$ cat src/rtl/assert_macros.svh
// Assertion macros shared by the ring producer RTL.
`ifndef ASSERT_MACROS_SVH
`define ASSERT_MACROS_SVH

// Checks that the consequent holds in the same cycle as the antecedent.
`define ASSERT_SAME(label, ante, cons) \
	label: assert property (@(posedge clk) disable iff (!arst_n) (ante) |-> (cons)) \
		else $error("assertion failed");

// Checks that the consequent holds in the cycle after the antecedent.
`define ASSERT_NEXT(label, ante, cons) \
	label: assert property (@(posedge clk) disable iff (!arst_n) (ante) |=> (cons)) \
		else $error("assertion failed");

`endif

$ cat src/rtl/trenq_ram.sv
// Generic single write port, single read port RAM with registered read data.
module trenq_ram #(
	parameter int WIDTH = 8,
	parameter int DEPTH = 16
) (
	input  logic                                  clk,
	input  logic                                  we,
	input  logic [(DEPTH > 1 ? $clog2(DEPTH) : 1)-1:0] waddr,
	input  logic [WIDTH-1:0]                      wdata,
	input  logic                                  re,
	input  logic [(DEPTH > 1 ? $clog2(DEPTH) : 1)-1:0] raddr,
	output logic [WIDTH-1:0]                      rdata
);

	logic [WIDTH-1:0] mem [DEPTH];

	// Write port.
	always_ff @(posedge clk) begin
		if (we) begin
			mem[waddr] <= wdata;
		end
	end

	// Registered read port.
	always_ff @(posedge clk) begin
		if (re) begin
			rdata <= mem[raddr];
		end
	end

endmodule

$ cat config.mk
export PLATFORM = sky130hd
export DESIGN_NAME = trenq_ram
export DESIGN_NICKNAME = d
export VERILOG_FILES = /design/src/rtl/assert_macros.svh /design/src/rtl/trenq_ram.sv
export SDC_FILE = /design/constraint.sdc
export NUM_CORES = 1
export LEC_CHECK = 0
export BUFFER_PORTS_ARGS = -buffer_cell sky130_fd_sc_hd__buf_2
export CAP_MARGIN = 20
export CORE_MARGIN = 5
export CORE_UTILIZATION = 60
export CTS_BUF_LIST = sky130_fd_sc_hd__clkbuf_8
export DETAILED_ROUTE_END_ITERATION = 8
export PLACE_DENSITY = 0.78
export SKIP_LAST_GASP = 1
export SLEW_MARGIN = 20
export SYNTH_ARGS = -nofsm -noshare
export SYNTH_HDL_FRONTEND = slang
export SYNTH_SLANG_ARGS = --single-unit
$ cat constraint.sdc
create_clock -name clk -period 1.8 [get_ports clk]
set_input_delay 0.09 -clock clk [delete_from_list [all_inputs] [get_ports clk]]
set_output_delay 0.09 -clock clk [all_outputs]
set_load 0.05 [all_outputs]
==> flow_results.xml <==
<?xml version="1.0" encoding="UTF-8"?>
<metrics>
  <group name="yosys">
    <metric name="async_flop_share" unit="%">0</metric>
    <metric name="synth-warning-count" unit="">0</metric>
    <metric name="synth_enable_flop_cells" unit="">136</metric>
    <metric name="syn_nets" unit="">248</metric>
    <metric name="synth.lib_cells_used.distinct" unit="">18</metric>
    <metric name="synth.avg_cell_area" unit="um^2">22.8</metric>
    <metric name="yosysSeqAreaShare" unit="%">78.1</metric>
    <metric name="yosysMostFrequentCell" unit="">sky130_fd_sc_hd__edfxtp_1</metric>
    <metric name="synthTopCellsByArea" unit="">sky130_fd_sc_hd__edfxtp_1, sky130_fd_sc_hd__mux4_2, sky130_fd_sc_hd__mux4_1, sky130_fd_sc_hd__a22oi_1, sky130_fd_sc_hd__nor2_1</metric>
    <metric name="synth_area" unit="mm^2">0.00523</metric>
    <metric name="synth_commonest_cells" unit="">sky130_fd_sc_hd__edfxtp_1, sky130_fd_sc_hd__mux4_2, sky130_fd_sc_hd__a22oi_1</metric>
    <metric name="synth_largest_area_cell" unit="">sky130_fd_sc_hd__edfxtp_1</metric>
    <metric name="number_of_standard_cells_after_synthesis" unit="">229</metric>
    <metric name="register_bit_total_from_synthesis" unit="">136</metric>
    <metric name="synth_ff_type" unit="">sky130_fd_sc_hd__edfxtp_1</metric>
    <metric name="synth.top_cell.area_share" unit="%">78.1</metric>
  </group>
  <group name="floorplan">
    <metric name="floorplan.rows" unit="">34</metric>
    <metric name="initial_utilization" unit="%">60.8</metric>
    <metric name="io-pin-count" unit="">27</metric>
    <metric name="core_footprint" unit="mm^2">0.00859</metric>
    <metric name="area_of_the_die" unit="mm^2">0.0107</metric>
    <metric name="fp.dieH" unit="um">103</metric>
    <metric name="die_width" unit="um">103</metric>
  </group>
  <group name="hold_path">
    <metric name="hold_worst_path_end" unit="">mem[5][0]</metric>
    <metric name="worst_hold_path_type" unit="">input port to flop</metric>
    <metric name="worstHoldStart" unit="">wdata[0]</metric>
    <metric name="whs_path_depth" unit="">1</metric>
  </group>
  <group name="placement">
    <metric name="detailedPlace.worstSlack" unit="ps">126</metric>
    <metric name="placement.cell_area" unit="mm^2">0.00559</metric>
    <metric name="io_buffer_count" unit="">26</metric>
    <metric name="gp_congestion" unit="">0.771</metric>
    <metric name="place.detailed.hpwl" unit="um">6170</metric>
    <metric name="place_inst" unit="">374</metric>
  </group>
  <group name="run">
    <metric name="drv_cap" unit="">0</metric>
  </group>
  <group name="layout">
    <metric name="diodes" unit="">0</metric>
    <metric name="final_design_area_no_fill" unit="mm^2">0.00593</metric>
    <metric name="drive_above_1_share" unit="%">30.1</metric>
    <metric name="flow.area_growth_from_synthesis" unit="%">13.4</metric>
    <metric name="finalCoreUtilization" unit="%">69.0</metric>
    <metric name="finalNonFillerCells" unit="">407</metric>
    <metric name="num-nets-final" unit="">305</metric>
  </group>
  <group name="critical_path">
    <metric name="cp_data_arrival_time" unit="ps">1680</metric>
    <metric name="worstPathBufferInverterCount" unit="">0</metric>
    <metric name="rr_endpoint" unit="">rdata[3]</metric>
    <metric name="critPathLaunchType" unit="">flop</metric>
    <metric name="crit-reg2reg-launch" unit="">mem[1][3]</metric>
    <metric name="cpMaxStageDelayCell" unit="">sky130_fd_sc_hd__mux4_1</metric>
    <metric name="path_cells" unit="">mux4_1, a22oi_1, nand2_1</metric>
    <metric name="reg2reg_setup_slack" unit="ps">270</metric>
    <metric name="worst-path-max-fanout" unit="">1</metric>
    <metric name="r2r_cells" unit="">3</metric>
    <metric name="critical_path.max_stage_delay" unit="ps">520</metric>
    <metric name="worst-endpoint-required" unit="ps">1940</metric>
    <metric name="worst-setup-path-type" unit="">flop to flop</metric>
    <metric name="setup.worst_path.end_class" unit="">flop</metric>
    <metric name="cell_class_contributing_the_biggest_share_of_worst_path_delay" unit="">multiplexers</metric>
  </group>
  <group name="global_route">
    <metric name="global_route_wire_length_before_repair" unit="um">14700</metric>
    <metric name="grt-ovfl-total" unit="">0</metric>
    <metric name="grt_start_max_net_pins" unit="">21</metric>
    <metric name="antenna_found_initial" unit="">0</metric>
    <metric name="first_global_vias" unit="">2677</metric>
    <metric name="groute.usage.overall" unit="%">20.1</metric>
  </group>
  <group name="sta">
    <metric name="final_max_slew_viol_count" unit="">0</metric>
    <metric name="grt_setup_unrepaired" unit="">no</metric>
    <metric name="timing_hold_violations_final" unit="">0</metric>
    <metric name="worst_hold_slack" unit="ps">50.3</metric>
    <metric name="fin_tns_setup" unit="ps">0</metric>
    <metric name="skew" unit="ps">5.56</metric>
    <metric name="tcrit_tclk_final" unit="%">85.2</metric>
    <metric name="post-route-min-period" unit="ps">1530</metric>
    <metric name="setup_slack" unit="ps">266</metric>
    <metric name="report.final.setup_viol" unit="">0</metric>
    <metric name="fmaxAchievable" unit="MHz">652</metric>
    <metric name="timing.slew.headroom" unit="%">59.2</metric>
    <metric name="worst_margin_slew" unit="ps">610</metric>
  </group>
  <group name="clock_network">
    <metric name="htree_num_levels" unit="">4</metric>
    <metric name="clk-insertion-delay-late" unit="ps">410</metric>
    <metric name="post_cts_resize_count" unit="">0</metric>
    <metric name="cts-hold-fix-buffers" unit="">0</metric>
    <metric name="postCtsSetupRepairBufs" unit="">0</metric>
    <metric name="clock_path_buffers" unit="">2</metric>
    <metric name="cts_buf_count" unit="">17</metric>
    <metric name="clock_sinks" unit="">136</metric>
    <metric name="cts_root_buffer" unit="">sky130_fd_sc_hd__clkbuf_8</metric>
    <metric name="tritoncts" unit="">yes</metric>
    <metric name="clkTransAtPathRegs" unit="ps">70</metric>
  </group>
  <group name="power_and_ir_drop">
    <metric name="total_power" unit="mW">6.01</metric>
    <metric name="power.combinational.fraction" unit="%">6.3</metric>
    <metric name="swShare" unit="%">21.0</metric>
    <metric name="power_switching" unit="mW">1.26</metric>
    <metric name="p_int" unit="mW">4.75</metric>
    <metric name="cellLeakagePower" unit="nW">2.01</metric>
    <metric name="power.share.sequential" unit="%">59.6</metric>
    <metric name="power.density_cell_area" unit="mW/mm^2">1010</metric>
    <metric name="power.ir.vdd_worst" unit="uV">693</metric>
    <metric name="power.share.clock" unit="%">34.1</metric>
  </group>
  <group name="detailed_routing">
    <metric name="ant_nets" unit="">0</metric>
    <metric name="drc_violations_left" unit="">0</metric>
    <metric name="detail_route.wirelength" unit="um">9120</metric>
    <metric name="first_pass_iters" unit="">5</metric>
    <metric name="top_layer_used" unit="">met4</metric>
    <metric name="via_per_inst" unit="">6.11</metric>
    <metric name="met2_wire_length" unit="um">4740</metric>
    <metric name="met1_length" unit="um">3580</metric>
    <metric name="route.vias.total" unit="">2488</metric>
    <metric name="dr.first_iter.drc_count" unit="">204</metric>
    <metric name="wire_per_inst" unit="um">22.4</metric>
    <metric name="routed_length_on_met3" unit="um">711</metric>
  </group>
  <group name="outcome">
    <metric name="outcome" unit="">finished clean</metric>
  </group>
</metrics>
-- layout make-up --
type | count | area [um^2]
well taps | 108 | 135
flip-flops and latches | 136 | 4080
multi-input cells | 83 | 1060
clock inverters | 15 | 95.1
repair buffers | 48 | 323
clock buffers | 17 | 234
fillers | 561 | 2670
-- power groups by stage --
stage | clock [mW] | combinational [mW] | sequential, mW
2_1_floorplan | 0 | 0.180 | 3.70
3_3_place_gp | 0 | 0.370 | 3.65
3_5_place_dp | 0 | 0.379 | 3.65
4_1_cts | 2.10 | 0.380 | 3.58
5_1_grt | 2.28 | 0.408 | 3.59
6_report | 2.05 | 0.378 | 3.58
-- flip-flops by register name, indices dropped and copies added (netlist names) --
signal / cells
rdata: 8
mem: 128
-- how the worst max path moves through the flow --
stage	startpoint	end	slack, ps	depth (start not counted)
4_1_cts	mem[1][3]	rdata[3]	260	3
3_3_place_gp	raddr[0]	rdata[1]	170	5
6_report	mem[1][3]	rdata[3]	270	3
3_5_place_dp	raddr[0]	rdata[1]	130	5
5_1_grt	mem[1][3]	rdata[3]	210	3
2_1_floorplan	waddr[2]	mem[0][0]	220	2
-- layer usage --
metal / track usage [%] / vias up
met4: 7.27 / 0
met2: 32.4 / 127
met3: 5.84 / 6
met5: 0 / -
met1: 26.5 / 1258
li1: - / 1097
-- layout by cell type, fill, tap and decap left out, drive strengths merged, types with 2 or more instances in the layout --
cell / count
inv: 2
nor3: 4
clkinvlp: 2
nand2: 9
a22oi: 16
nand2b: 2
buf: 47
mux4: 32
nand3b: 2
edfxtp: 136
clkinv: 10
clkbuf: 17
nor2: 13
-- cells by family (layout without fill, tap and decap cells) --
logic type,after synthesis,in the layout,share of synthesized area (%)
and+or+nand+nor,35,35,3.14
muxes,32,32,14.8
DFF,136,136,78.1
AOI/OAI and AO/OA,16,16,2.30
buffers and inverters,10,80,1.65
Note: power is estimated with default switching activity, not from simulation.
